`src/design/assert_macros.svh`:
```
// assertion macros shared by the list engine modules
// no dependencies; define NO_ASSERTIONS to compile them out
`ifndef ASSERT_MACROS_SVH
`define ASSERT_MACROS_SVH

`ifndef NO_ASSERTIONS

// property must hold at every clock edge outside reset
`define ASSERT_RST(lbl, clk, rstn, prop, msg) \
  lbl: assert property (@(posedge clk) disable iff (!rstn) (prop)) \
    else $error(msg);

// condition must never be seen at a clock edge outside reset
`define ASSERT_NEVER(lbl, clk, rstn, cond, msg) \
  lbl: assert property (@(posedge clk) disable iff (!rstn) !(cond)) \
    else $error(msg);

`else

`define ASSERT_RST(lbl, clk, rstn, prop, msg)
`define ASSERT_NEVER(lbl, clk, rstn, cond, msg)

`endif

`endif

```
`src/design/bole_pkg.sv`:
```
// shared types, codes and the microcode program of the list engine
// no dependencies
package bole_pkg;

  localparam int unsigned CAPACITY_DEF   = 64;
  localparam int unsigned DATA_WIDTH_DEF = 32;

  localparam int unsigned OP_W   = 3;
  localparam int unsigned POS_W  = 6;
  localparam int unsigned VAL_W  = 32;
  localparam int unsigned FILL_W = 7;
  localparam int unsigned STEP_W = 5;

  typedef enum logic [OP_W-1:0] {
    OP_APPEND = 3'd0,
    OP_INSERT = 3'd1,
    OP_DELETE = 3'd2,
    OP_EDIT   = 3'd3,
    OP_GET    = 3'd4,
    OP_FIND   = 3'd5
  } op_e;

  typedef enum logic [2:0] {
    ST_OK       = 3'd0,
    ST_FULL     = 3'd1,
    ST_EMPTY    = 3'd2,
    ST_BADIDX   = 3'd3,
    ST_NOTFOUND = 3'd4
  } status_e;

  typedef logic [STEP_W-1:0] step_t;

  // program addresses
  localparam step_t S_IDLE   = 5'd0;
  localparam step_t S_A0     = 5'd1;
  localparam step_t S_A1     = 5'd2;
  localparam step_t S_I0     = 5'd3;
  localparam step_t S_I1     = 5'd4;
  localparam step_t S_I2     = 5'd5;
  localparam step_t S_I3     = 5'd6;
  localparam step_t S_I4     = 5'd7;
  localparam step_t S_D0     = 5'd8;
  localparam step_t S_D1     = 5'd9;
  localparam step_t S_D2     = 5'd10;
  localparam step_t S_D3     = 5'd11;
  localparam step_t S_D4     = 5'd12;
  localparam step_t S_E0     = 5'd13;
  localparam step_t S_E1     = 5'd14;
  localparam step_t S_G0     = 5'd15;
  localparam step_t S_G1     = 5'd16;
  localparam step_t S_G2     = 5'd17;
  localparam step_t S_F0     = 5'd18;
  localparam step_t S_F1     = 5'd19;
  localparam step_t S_F2     = 5'd20;
  localparam step_t S_F3     = 5'd21;
  localparam step_t S_FULLX  = 5'd22;
  localparam step_t S_EMPTYX = 5'd23;
  localparam step_t S_BADX   = 5'd24;
  localparam step_t S_NFX    = 5'd25;
  localparam step_t S_EMIT   = 5'd26;

  typedef enum logic [3:0] {
    C_NEVER,
    C_ALWAYS,
    C_FULL,
    C_EMPTY,
    C_POS_GT_CNT,
    C_POS_GE_CNT,
    C_IDX_NE_POS,
    C_IDX_MORE,
    C_IDX_GE_CNT,
    C_SCAN_GO,
    C_OUT_BUSY
  } cond_e;

  typedef enum logic [2:0] {
    IX_HOLD,
    IX_CNT,
    IX_POS,
    IX_ZERO,
    IX_INC,
    IX_DEC
  } idx_op_e;

  typedef enum logic [2:0] {
    RD_NONE,
    RD_POS,
    RD_POS_P1,
    RD_CNT_M1,
    RD_IDX_M2,
    RD_IDX_P1,
    RD_IDX_P2,
    RD_ZERO
  } rd_sel_e;

  typedef enum logic [1:0] {
    WR_NONE,
    WR_CNT_VAL,
    WR_POS_VAL,
    WR_IDX_RD
  } wr_sel_e;

  typedef enum logic [1:0] {
    CN_HOLD,
    CN_INC,
    CN_DEC
  } cnt_op_e;

  typedef enum logic [1:0] {
    RV_ZERO,
    RV_RD,
    RV_IDX
  } res_sel_e;

  // one microcode word
  typedef struct packed {
    cond_e    cond;
    step_t    target;
    logic     act_if_jump;  // datapath actions only when the jump is taken
    idx_op_e  idx_op;
    rd_sel_e  rd_sel;
    wr_sel_e  wr_sel;
    cnt_op_e  cnt_op;
    logic     set_st;
    status_e  st;
    res_sel_e res_sel;
    logic     done;
  } ctrl_t;

  // datapath conditions seen by the sequencer
  typedef struct packed {
    logic full;
    logic empty;
    logic pos_gt_cnt;
    logic pos_ge_cnt;
    logic idx_ne_pos;
    logic idx_more;
    logic idx_ge_cnt;
    logic scan_go;
  } flags_t;

  localparam ctrl_t CTRL_NOP = '{
    cond: C_NEVER, target: S_IDLE, act_if_jump: 1'b0, idx_op: IX_HOLD,
    rd_sel: RD_NONE, wr_sel: WR_NONE, cnt_op: CN_HOLD, set_st: 1'b0,
    st: ST_OK, res_sel: RV_ZERO, done: 1'b0
  };

  // entry point of each request
  function automatic step_t dispatch(input logic [OP_W-1:0] op);
    step_t s;
    case (op)
      OP_APPEND: s = S_A0;
      OP_INSERT: s = S_I0;
      OP_DELETE: s = S_D0;
      OP_EDIT:   s = S_E0;
      OP_GET:    s = S_G0;
      OP_FIND:   s = S_F0;
      default:   s = S_BADX;
    endcase
    return s;
  endfunction

  // control store
  function automatic ctrl_t ucode(input step_t step);
    ctrl_t cw;
    cw = CTRL_NOP;
    case (step)
      S_A0: begin
        cw.cond   = C_FULL;
        cw.target = S_FULLX;
      end
      S_A1: begin
        cw.wr_sel = WR_CNT_VAL;
        cw.cnt_op = CN_INC;
        cw.set_st = 1'b1;
        cw.cond   = C_ALWAYS;
        cw.target = S_EMIT;
      end
      S_I0: begin
        cw.cond   = C_FULL;
        cw.target = S_FULLX;
      end
      S_I1: begin
        cw.cond   = C_POS_GT_CNT;
        cw.target = S_BADX;
      end
      S_I2: begin
        cw.idx_op = IX_CNT;
        cw.rd_sel = RD_CNT_M1;
      end
      S_I3: begin
        cw.cond        = C_IDX_NE_POS;
        cw.target      = S_I3;
        cw.act_if_jump = 1'b1;
        cw.wr_sel      = WR_IDX_RD;
        cw.idx_op      = IX_DEC;
        cw.rd_sel      = RD_IDX_M2;
      end
      S_I4: begin
        cw.wr_sel = WR_POS_VAL;
        cw.cnt_op = CN_INC;
        cw.set_st = 1'b1;
        cw.cond   = C_ALWAYS;
        cw.target = S_EMIT;
      end
      S_D0: begin
        cw.cond   = C_EMPTY;
        cw.target = S_EMPTYX;
      end
      S_D1: begin
        cw.cond   = C_POS_GE_CNT;
        cw.target = S_BADX;
      end
      S_D2: begin
        cw.idx_op = IX_POS;
        cw.rd_sel = RD_POS_P1;
      end
      S_D3: begin
        cw.cond        = C_IDX_MORE;
        cw.target      = S_D3;
        cw.act_if_jump = 1'b1;
        cw.wr_sel      = WR_IDX_RD;
        cw.idx_op      = IX_INC;
        cw.rd_sel      = RD_IDX_P2;
      end
      S_D4: begin
        cw.cnt_op = CN_DEC;
        cw.set_st = 1'b1;
        cw.cond   = C_ALWAYS;
        cw.target = S_EMIT;
      end
      S_E0: begin
        cw.cond   = C_POS_GE_CNT;
        cw.target = S_BADX;
      end
      S_E1: begin
        cw.wr_sel = WR_POS_VAL;
        cw.set_st = 1'b1;
        cw.cond   = C_ALWAYS;
        cw.target = S_EMIT;
      end
      S_G0: begin
        cw.cond   = C_EMPTY;
        cw.target = S_EMPTYX;
      end
      S_G1: begin
        cw.cond   = C_POS_GE_CNT;
        cw.target = S_BADX;
        cw.rd_sel = RD_POS;
      end
      S_G2: begin
        cw.set_st  = 1'b1;
        cw.res_sel = RV_RD;
        cw.cond    = C_ALWAYS;
        cw.target  = S_EMIT;
      end
      S_F0: begin
        cw.idx_op = IX_ZERO;
        cw.rd_sel = RD_ZERO;
      end
      S_F1: begin
        cw.cond        = C_SCAN_GO;
        cw.target      = S_F1;
        cw.act_if_jump = 1'b1;
        cw.idx_op      = IX_INC;
        cw.rd_sel      = RD_IDX_P1;
      end
      S_F2: begin
        cw.cond   = C_IDX_GE_CNT;
        cw.target = S_NFX;
      end
      S_F3: begin
        cw.set_st  = 1'b1;
        cw.res_sel = RV_IDX;
        cw.cond    = C_ALWAYS;
        cw.target  = S_EMIT;
      end
      S_FULLX: begin
        cw.set_st = 1'b1;
        cw.st     = ST_FULL;
        cw.cond   = C_ALWAYS;
        cw.target = S_EMIT;
      end
      S_EMPTYX: begin
        cw.set_st = 1'b1;
        cw.st     = ST_EMPTY;
        cw.cond   = C_ALWAYS;
        cw.target = S_EMIT;
      end
      S_BADX: begin
        cw.set_st = 1'b1;
        cw.st     = ST_BADIDX;
        cw.cond   = C_ALWAYS;
        cw.target = S_EMIT;
      end
      S_NFX: begin
        cw.set_st = 1'b1;
        cw.st     = ST_NOTFOUND;
        cw.cond   = C_ALWAYS;
        cw.target = S_EMIT;
      end
      S_EMIT: begin
        cw.cond   = C_OUT_BUSY;
        cw.target = S_EMIT;
        cw.done   = 1'b1;
      end
      default: cw = CTRL_NOP;
    endcase
    return cw;
  endfunction

endpackage

```
`src/design/bole_seq.sv`:
```
// microcode sequencer: step counter, control store lookup, conditional jumps
// depends on bole_pkg and assert_macros.svh
`include "assert_macros.svh"

module bole_seq (
  input  logic                       clk_i,
  input  logic                       rst_ni,
  input  logic                       start_i,
  input  logic [bole_pkg::OP_W-1:0]  op_i,
  input  bole_pkg::flags_t           flags_i,
  input  logic                       out_busy_i,
  output bole_pkg::ctrl_t            ctrl_o,
  output logic                       idle_o,
  output logic                       done_o
);
  import bole_pkg::*;

  step_t step_q, step_d;
  ctrl_t cw;
  logic  jump;
  logic  act;

  assign cw = ucode(step_q);

  always_comb begin
    case (cw.cond)
      C_NEVER:      jump = 1'b0;
      C_ALWAYS:     jump = 1'b1;
      C_FULL:       jump = flags_i.full;
      C_EMPTY:      jump = flags_i.empty;
      C_POS_GT_CNT: jump = flags_i.pos_gt_cnt;
      C_POS_GE_CNT: jump = flags_i.pos_ge_cnt;
      C_IDX_NE_POS: jump = flags_i.idx_ne_pos;
      C_IDX_MORE:   jump = flags_i.idx_more;
      C_IDX_GE_CNT: jump = flags_i.idx_ge_cnt;
      C_SCAN_GO:    jump = flags_i.scan_go;
      C_OUT_BUSY:   jump = out_busy_i;
      default:      jump = 1'b0;
    endcase
  end

  // next step
  always_comb begin
    if (step_q == S_IDLE) begin
      step_d = start_i ? dispatch(op_i) : S_IDLE;
    end else if (cw.done && !jump) begin
      step_d = S_IDLE;
    end else if (jump) begin
      step_d = cw.target;
    end else begin
      step_d = step_q + 1'b1;
    end
  end

  // control outputs
  always_comb begin
    act    = !cw.act_if_jump || jump;
    ctrl_o = cw;
    if (!act) begin
      ctrl_o.idx_op = IX_HOLD;
      ctrl_o.rd_sel = RD_NONE;
      ctrl_o.wr_sel = WR_NONE;
      ctrl_o.cnt_op = CN_HOLD;
      ctrl_o.set_st = 1'b0;
    end
    idle_o = (step_q == S_IDLE);
    done_o = cw.done && !jump;
  end

  always_ff @(posedge clk_i or negedge rst_ni) begin
    if (!rst_ni) begin
      step_q <= S_IDLE;
    end else begin
      step_q <= step_d;
    end
  end

  `ASSERT_RST(done_to_idle, clk_i, rst_ni, done_o |=> idle_o, "no return to idle after done")

endmodule

```
`src/design/bole_dp.sv`:
```
// list datapath: entry memory, fill count, walk index and result registers
// depends on bole_pkg and assert_macros.svh
`include "assert_macros.svh"

module bole_dp #(
  parameter int unsigned CAPACITY   = bole_pkg::CAPACITY_DEF,
  parameter int unsigned DATA_WIDTH = bole_pkg::DATA_WIDTH_DEF
) (
  input  logic                        clk_i,
  input  logic                        rst_ni,
  input  logic                        load_i,
  input  logic [bole_pkg::POS_W-1:0]  position_i,
  input  logic [bole_pkg::VAL_W-1:0]  value_in_i,
  input  bole_pkg::ctrl_t             ctrl_i,
  output bole_pkg::flags_t            flags_o,
  output bole_pkg::status_e           status_o,
  output logic [bole_pkg::VAL_W-1:0]  value_out_o,
  output logic [bole_pkg::FILL_W-1:0] fill_count_o,
  output logic                        is_full_o,
  output logic                        is_empty_o
);
  import bole_pkg::*;

  localparam int unsigned CW = $clog2(CAPACITY + 1);
  localparam int unsigned AW = $clog2(CAPACITY);
  localparam int unsigned XW = (CW > POS_W) ? CW : POS_W;

  logic [POS_W-1:0]      pos_q;
  logic [DATA_WIDTH-1:0] val_q;
  logic [CW-1:0]         cnt_q, cnt_d;
  logic [CW-1:0]         idx_q, idx_d;
  logic [DATA_WIDTH-1:0] rd_q;
  status_e               st_q;
  logic [VAL_W-1:0]      res_q;

  logic [DATA_WIDTH-1:0] mem_q [CAPACITY];

  logic [XW-1:0]         pos_x, cnt_x, idx_x;
  logic [XW:0]           idx_p1;
  logic [XW-1:0]         rd_addr_x, wr_addr_x;
  logic [AW-1:0]         rd_addr, wr_addr;
  logic                  rd_en, wr_en;
  logic [DATA_WIDTH-1:0] wr_data;

  assign pos_x  = XW'(pos_q);
  assign cnt_x  = XW'(cnt_q);
  assign idx_x  = XW'(idx_q);
  assign idx_p1 = (XW+1)'(idx_x) + (XW+1)'(1);

  always_comb begin
    flags_o.full       = (cnt_q == CW'(CAPACITY));
    flags_o.empty      = (cnt_q == '0);
    flags_o.pos_gt_cnt = (pos_x > cnt_x);
    flags_o.pos_ge_cnt = (pos_x >= cnt_x);
    flags_o.idx_ne_pos = (idx_x != pos_x);
    flags_o.idx_more   = (idx_p1 < (XW+1)'(cnt_x));
    flags_o.idx_ge_cnt = (idx_x >= cnt_x);
    flags_o.scan_go    = (idx_x < cnt_x) && (rd_q != val_q);
  end

  // memory ports
  always_comb begin
    case (ctrl_i.rd_sel)
      RD_POS:    rd_addr_x = pos_x;
      RD_POS_P1: rd_addr_x = pos_x + XW'(1);
      RD_CNT_M1: rd_addr_x = cnt_x - XW'(1);
      RD_IDX_M2: rd_addr_x = idx_x - XW'(2);
      RD_IDX_P1: rd_addr_x = idx_x + XW'(1);
      RD_IDX_P2: rd_addr_x = idx_x + XW'(2);
      default:   rd_addr_x = '0;
    endcase
    rd_en = (ctrl_i.rd_sel != RD_NONE);

    case (ctrl_i.wr_sel)
      WR_CNT_VAL: begin
        wr_addr_x = cnt_x;
        wr_data   = val_q;
      end
      WR_POS_VAL: begin
        wr_addr_x = pos_x;
        wr_data   = val_q;
      end
      WR_IDX_RD: begin
        wr_addr_x = idx_x;
        wr_data   = rd_q;
      end
      default: begin
        wr_addr_x = '0;
        wr_data   = val_q;
      end
    endcase
    wr_en = (ctrl_i.wr_sel != WR_NONE);

    rd_addr = AW'(rd_addr_x);
    wr_addr = AW'(wr_addr_x);
  end

  always_ff @(posedge clk_i) begin
    if (wr_en) begin
      mem_q[wr_addr] <= wr_data;
    end
    if (rd_en) begin
      rd_q <= mem_q[rd_addr];
    end
  end

  always_comb begin
    case (ctrl_i.idx_op)
      IX_CNT:  idx_d = cnt_q;
      IX_POS:  idx_d = CW'(pos_q);
      IX_ZERO: idx_d = '0;
      IX_INC:  idx_d = idx_q + CW'(1);
      IX_DEC:  idx_d = idx_q - CW'(1);
      default: idx_d = idx_q;
    endcase
    case (ctrl_i.cnt_op)
      CN_INC:  cnt_d = cnt_q + CW'(1);
      CN_DEC:  cnt_d = cnt_q - CW'(1);
      default: cnt_d = cnt_q;
    endcase
  end

  always_ff @(posedge clk_i or negedge rst_ni) begin
    if (!rst_ni) begin
      cnt_q <= '0;
    end else begin
      cnt_q <= cnt_d;
    end
  end

  always_ff @(posedge clk_i) begin
    idx_q <= idx_d;
    if (load_i) begin
      pos_q <= position_i;
      val_q <= DATA_WIDTH'(value_in_i);
    end
    if (ctrl_i.set_st) begin
      st_q <= ctrl_i.st;
      case (ctrl_i.res_sel)
        RV_RD:   res_q <= VAL_W'(rd_q);
        RV_IDX:  res_q <= VAL_W'(idx_q);
        default: res_q <= '0;
      endcase
    end
  end

  assign status_o     = st_q;
  assign value_out_o  = res_q;
  assign fill_count_o = FILL_W'(cnt_q);
  assign is_full_o    = flags_o.full;
  assign is_empty_o   = flags_o.empty;

  `ASSERT_RST(cnt_step_one, clk_i, rst_ni, (cnt_q != $past(cnt_q)) |-> ((cnt_q == $past(cnt_q) + CW'(1)) || (cnt_q == $past(cnt_q) - CW'(1))), "fill count moved by more than one")
  `ASSERT_NEVER(cnt_over_cap, clk_i, rst_ni, cnt_q > CW'(CAPACITY), "fill count above capacity")
  `ASSERT_NEVER(wr_out_of_range, clk_i, rst_ni, wr_en && (wr_addr_x >= XW'(CAPACITY)), "entry write beyond capacity")

endmodule

```
`src/design/bounded_ordered_list_engine.sv`:
```
// top level of the bounded ordered list engine
// depends on bole_pkg, bole_seq, bole_dp and assert_macros.svh
`include "assert_macros.svh"

// Ordered list of up to CAPACITY words with append, insert, delete, edit, get
// and find requests; each request beat yields exactly one result beat carrying
// a status code, a value, the fill count and full/empty flags. A small
// microcoded sequencer walks the entry memory (one write and one read port,
// registered read) one entry per cycle, so insert, delete and find take longer
// the more entries they walk: insert shifts the entries from the end of the
// list down to the position, delete shifts those above the position, and
// find scans from entry zero up to the match or the fill count. A request
// can also be turned away by a status check (list full, list empty, bad
// index); an undefined op gets the bad index status. The emit step holds
// while an earlier result beat is still pending downstream.
// A new request is taken only while the sequencer is idle, but a
// finished result waits in the output register without blocking that accept.
// Entries need no clearing after reset: only entries below the fill count
// ever reach a result or a shift.

module bounded_ordered_list_engine #(
  parameter int unsigned CAPACITY   = bole_pkg::CAPACITY_DEF,
  parameter int unsigned DATA_WIDTH = bole_pkg::DATA_WIDTH_DEF
) (
  input  logic                        clk_i,
  input  logic                        rst_ni,
  // request channel
  input  logic                        in_valid_i,
  output logic                        in_ready_o,
  input  logic [bole_pkg::OP_W-1:0]   op_i,
  input  logic [bole_pkg::POS_W-1:0]  position_i,
  input  logic [bole_pkg::VAL_W-1:0]  value_in_i,
  // result channel
  output logic                        out_valid_o,
  input  logic                        out_ready_i,
  output logic [2:0]                  status_o,
  output logic [bole_pkg::VAL_W-1:0]  value_out_o,
  output logic [bole_pkg::FILL_W-1:0] fill_count_o,
  output logic                        is_full_o,
  output logic                        is_empty_o
);
  import bole_pkg::*;

  // sequencer <-> datapath
  ctrl_t   ctrl;
  flags_t  flags;
  logic    seq_idle;
  logic    seq_done;
  logic    in_accept;
  logic    out_busy;

  // datapath result, valid while the sequencer sits on its emit step
  status_e          dp_status;
  logic [VAL_W-1:0] dp_value;
  logic [FILL_W-1:0] dp_fill;
  logic             dp_full;
  logic             dp_empty;

  // output register
  logic              out_valid_q, out_valid_d;
  logic [2:0]        status_q;
  logic [VAL_W-1:0]  value_q;
  logic [FILL_W-1:0] fill_q;
  logic              full_q;
  logic              empty_q;

  // a request beat is taken whenever the sequencer is idle
  assign in_ready_o = seq_idle;
  assign in_accept  = in_valid_i && in_ready_o;

  // the emit step holds while an older result still waits downstream
  assign out_busy = out_valid_q && !out_ready_i;

  bole_seq u_seq (
    .clk_i      (clk_i),
    .rst_ni     (rst_ni),
    .start_i    (in_accept),
    .op_i       (op_i),
    .flags_i    (flags),
    .out_busy_i (out_busy),
    .ctrl_o     (ctrl),
    .idle_o     (seq_idle),
    .done_o     (seq_done)
  );

  bole_dp #(
    .CAPACITY   (CAPACITY),
    .DATA_WIDTH (DATA_WIDTH)
  ) u_dp (
    .clk_i        (clk_i),
    .rst_ni       (rst_ni),
    .load_i       (in_accept),
    .position_i   (position_i),
    .value_in_i   (value_in_i),
    .ctrl_i       (ctrl),
    .flags_o      (flags),
    .status_o     (dp_status),
    .value_out_o  (dp_value),
    .fill_count_o (dp_fill),
    .is_full_o    (dp_full),
    .is_empty_o   (dp_empty)
  );

  // result beat valid: set on emit, cleared when taken
  always_comb begin
    if (seq_done) begin
      out_valid_d = 1'b1;
    end else if (out_ready_i) begin
      out_valid_d = 1'b0;
    end else begin
      out_valid_d = out_valid_q;
    end
  end

  always_ff @(posedge clk_i or negedge rst_ni) begin
    if (!rst_ni) begin
      out_valid_q <= 1'b0;
    end else begin
      out_valid_q <= out_valid_d;
    end
  end

  // result payload, captured on the emit step
  always_ff @(posedge clk_i) begin
    if (seq_done) begin
      status_q <= dp_status;
      value_q  <= dp_value;
      fill_q   <= dp_fill;
      full_q   <= dp_full;
      empty_q  <= dp_empty;
    end
  end

  assign out_valid_o  = out_valid_q;
  assign status_o     = status_q;
  assign value_out_o  = value_q;
  assign fill_count_o = fill_q;
  assign is_full_o    = full_q;
  assign is_empty_o   = empty_q;

  // an accepted request always takes the sequencer out of idle
  `ASSERT_RST(accept_leaves_idle, clk_i, rst_ni, in_accept |=> !in_ready_o, "idle after accept")
  // a pending result beat is never overwritten
  `ASSERT_NEVER(no_result_overwrite, clk_i, rst_ni, seq_done && out_busy, "result overwritten")

endmodule
```
`config.mk`:
```
export PLATFORM = sky130hd
export DESIGN_NAME = bounded_ordered_list_engine
export DESIGN_NICKNAME = d
export VERILOG_FILES = /design/src/design/bole_pkg.sv /design/src/design/bole_seq.sv /design/src/design/bole_dp.sv /design/src/design/bounded_ordered_list_engine.sv
export VERILOG_INCLUDE_DIRS = /design/src /design/src/design
export SDC_FILE = /design/constraint.sdc
export NUM_CORES = 2
export LEC_CHECK = 0
export BUFFER_PORTS_ARGS = -buffer_cell sky130_fd_sc_hd__buf_2
export CAP_MARGIN = 20
export CORE_MARGIN = 3
export CORE_UTILIZATION = 41
export CTS_CLUSTER_DIAMETER = 40
export CTS_CLUSTER_SIZE = 16
export DETAILED_ROUTE_END_ITERATION = 8
export PLACE_DENSITY_LB_ADDON = 0.25
export SYNTH_ARGS = -nofsm -noshare
export SYNTH_HDL_FRONTEND = slang
export SYNTH_SLANG_ARGS = --single-unit
```
`constraint.sdc`:
```
create_clock -name clk_i -period 9.18 [get_ports clk_i]
set_input_delay 1.377 -clock clk_i [delete_from_list [all_inputs] [get_ports clk_i]]
set_output_delay 1.377 -clock clk_i [all_outputs]
set_load 0.01 [all_outputs]
```
==> run_results.csv <==
group,metric,value,unit
timing,finalSetupViolCount,0,
placement,hpwl,157,mm
global_routing,grt_max_degree,170,
critical_path,worstPathRequired,9830,ps
power_and_ir_drop,power,42.5,mW
global_routing,grt.overflow.total,0,
drt,avgViaCountPerCell,6.03,
floorplanning,start_util,41.5,%
worst_hold_path,hp-class,"in2async",
floorplanning,core-area,216000,um^2
clock_tree,clockRootBuffer,"clkbuf_16",
clock_tree,cts_resized,0,
synthesis,synth-edff-count,2204,
timing,finalMaxSlewViolations,7,
drt,drtPass1Iterations,8,
cells_and_area,nets,6797,
critical_path,cp_data_arrival_time,9270,ps
floorplanning,fp.dieW,473,um
floorplanning,die_h,473,um
drt,dr_wl_met2,131,mm
synthesis,syn-cell-area,89500,um^2
synthesis,synthDistinctLibCells,84,
synthesis,synth_commonest_cells,"2204 x edfxtp_1, 1301 x nand2_1, 522 x a21oi_1",
synthesis,async_flop_share,0.586,%
critical_path,end_kind,"register",
synthesis,synth-seq-area-share,74.4,%
global_routing,antenna_found_initial,16,
drt,met1Wirelength,113,mm
timing,min_period,8620,ps
floorplanning,fp.dieArea,224000,um^2
placement,io_buffers,90,
cells_and_area,drive_gt1_share,14.4,%
clock_tree,clk_pin_slew_worst_paths,50,ps
drt,vias,59100,
drt,drt-initial-drc-count,8040,
critical_path,rr_startpoint,"u_seq.step_q[2]",
placement,place_inst,9237,
clock_tree,htree_levels,5,
global_routing,grt_first_pass_wirelength,410,mm
synthesis,synth_area_leaders,"edfxtp_1 74%, nand2_1 5.5%, a21oi_1 2.9%",
cells_and_area,syn_to_final_growth,17.2,%
synthesis,ys_ff_latch,2217,
clock_tree,postCtsHoldBufs,0,
timing,tightest_slew,1510,ps
drt,route.detailed.drc,0,
clock_tree,post-cts-setup-buffers,0,
power_and_ir_drop,p_leak,34.4,nW
power_and_ir_drop,powerDensity,406,nW/um^2
timing,finalHoldViolations,0,
global_routing,grt_use_total,25.0,%
synthesis,synth_largest_area_cell,"edfxtp_1",
drt,dr_wl_met3,29.2,mm
cells_and_area,final_core_util,48.6,%
critical_path,critPathKind,"reg2reg",
clock_tree,clock-sinks,2217,
cells_and_area,final_cell_area,105000,um^2
timing,max_freq,116,MHz
synthesis,synth.most_common_cell,"edfxtp_1",
clock_tree,cts_tree,"built",
critical_path,critical_path.max_fanout,169,
cells_and_area,seqCellArea,66500,um^2
power_and_ir_drop,ir_drop,0.000478,V
clock_tree,worstSkewPairLatency,960,ps
timing,rsz0062_at_grt,"false",
drt,ant_nets,0,
critical_path,r2r_cells,22,
clock_tree,numCtsBuffers,310,
synthesis,yosys_most_used_dff,"edfxtp_1",
synthesis,yosys_warnings,0,
placement,placed_cell_area,94400,um^2
synthesis,synth_nets,6634,
placement,gp_congestion,0.925,
run_status,status,"finished, violations left",
cells_and_area,finalNonFillerCells,9792,
synthesis,synth_top_area_share,74.0,%
global_routing,grt_pass1_vias,56300,
synthesis,syn_avg_cell_area,13.7,um^2
timing,max-slew-margin-rel,-0.927,%
floorplanning,rows,170,
timing,finalClockSkew,87.4,ps
timing,fin_crit_sh,93.9,%
critical_path,start_kind,"register",
cells_and_area,multi_input_area,21700,um^2
run_status,violations,"max-slew violations",
timing,tns,0,ps
floorplanning,ios,91,
drt,routedWlPerCell,29.2,um
drt,finalWirelength,286,mm
synthesis,synth_cells,6550,
critical_path,r2r_setup_slack,560,ps
critical_path,startpoint,"u_seq.step_q[2]",
critical_path,r2r-end,"u_dp.rd_q[8]",
clock_tree,clockBufferDepth,4,
cells_and_area,fill_cells,18400,
drt,highest_layer,"met5",
job,cap_violations,0,
[stage by stage]
stage | setup WS [ps] | hold WS, ps
CTS | 604 | 340
finish | 559 | 385
global placement | 65.7 | 402
floorplan | 2510 | 400
detailed placement | 607 | 405
global route | 199 | 393
[critical path, cell delays in order (launching register included)]
cell	delay (ps)
dfrtp_1	820
inv_1	200
or3_1	470
ha_1	240
o2111ai_1	200
nor3b_4	130
nor4_1	630
nor4_1	190
a211oi_4	210
nand3b_1	210
fa_1	500
a22o_1	220
o41a_1	100
buf_4	210
o211ai_4	190
buf_12	560
nand2_4	450
buf_12	410
a211oi_1	340
a211oi_1	100
nor4_2	790
o22ai_1	560
a221o_1	420
[state kept, by name (all words and copies together), names as in the netlist, 3 cells and up]
signal and count:
u_dp.mem_q 2048, u_dp.val_q 32, u_dp.pos_q 6, u_dp.fill_count_o 7, status_o 3, u_seq.step_q 5, value_out_o 32, u_dp.rd_q 32
u_dp.status_o 3, u_dp.idx_q 7, u_dp.value_out_o 32, fill_count_o 7
[power by group]
part	switching [mW]	internal (mW)
combinational	12.7	4.90
sequential	0.449	12.5
clock	4.62	7.38
total	17.8	24.8
[how the worst max path moves through the flow]
stage	endpoint	slack, ps	cells past startpoint
after floorplan	u_seq.step_q[0]	2510	14
after global placement	u_dp.rd_q[8]	70	22
after detailed placement	u_dp.rd_q[8]	610	22
after CTS	u_dp.rd_q[8]	600	22
after global routing	u_dp.rd_q[29]	200	22
final	u_dp.rd_q[8]	560	22
[cells in the final DEF, fill, tap and decap left out, drive strengths merged, types with 12 or more instances in the layout]
cell type / instances
edfxtp: 2204
nand2: 1301
a21oi: 523
nand3: 414
a211oi: 345
clkbuf: 337
buf: 323
and3: 254
nor2: 116
nor3: 102
a31oi: 93
inv: 90
clkinv: 90
a32oi: 70
o22ai: 65
nor4: 64
xnor2: 56
a22oi: 56
o21ai: 52
ha: 38
bufinv: 33
mux2i: 31
and2: 29
nand4: 23
a221o: 22
clkinvlp: 22
nor2b: 17
dfrtp: 13
or4: 13
mux4: 12
[logic make-up (layout without fill, tap and decap cells)]
logic type / Yosys count / in the layout / synth area share, %
and+or+nand+nor: 2376 / 2376 / 12.0
DFF: 2217 / 2217 / 74.4
AOI/OAI and AO/OA: 1308 / 1308 / 9.48
buffers and inverters: 501 / 895 / 2.29
xor gates and xnor gates: 65 / 65 / 0.636
muxes: 44 / 44 / 0.662
adders and majority gates: 39 / 39 / 0.554
other: 0 / 10 / 0
[per-layer routing]
layer / vias to the layer above / global-route usage (%)
met5: - / 0
met4: 2 / 10.5
met3: 503 / 5.13
met2: 3212 / 38.6
met1: 30000 / 34.6
li1: 25400 / -
[layout make-up]
class / count / share of cell area (%)
Sequential cell: 2217 / 63.5
Multi-Input combinational cell: 3832 / 20.7
Clock buffer: 337 / 7.70
Tap cell: 2838 / 3.39
Timing Repair Buffer: 323 / 2.38
Clock inverter: 206 / 2.19
Inverter: 29 / 0.104
Antenna cell: 10 / 0.0239
No activity file was read; power rests on OpenSTA's default activity.
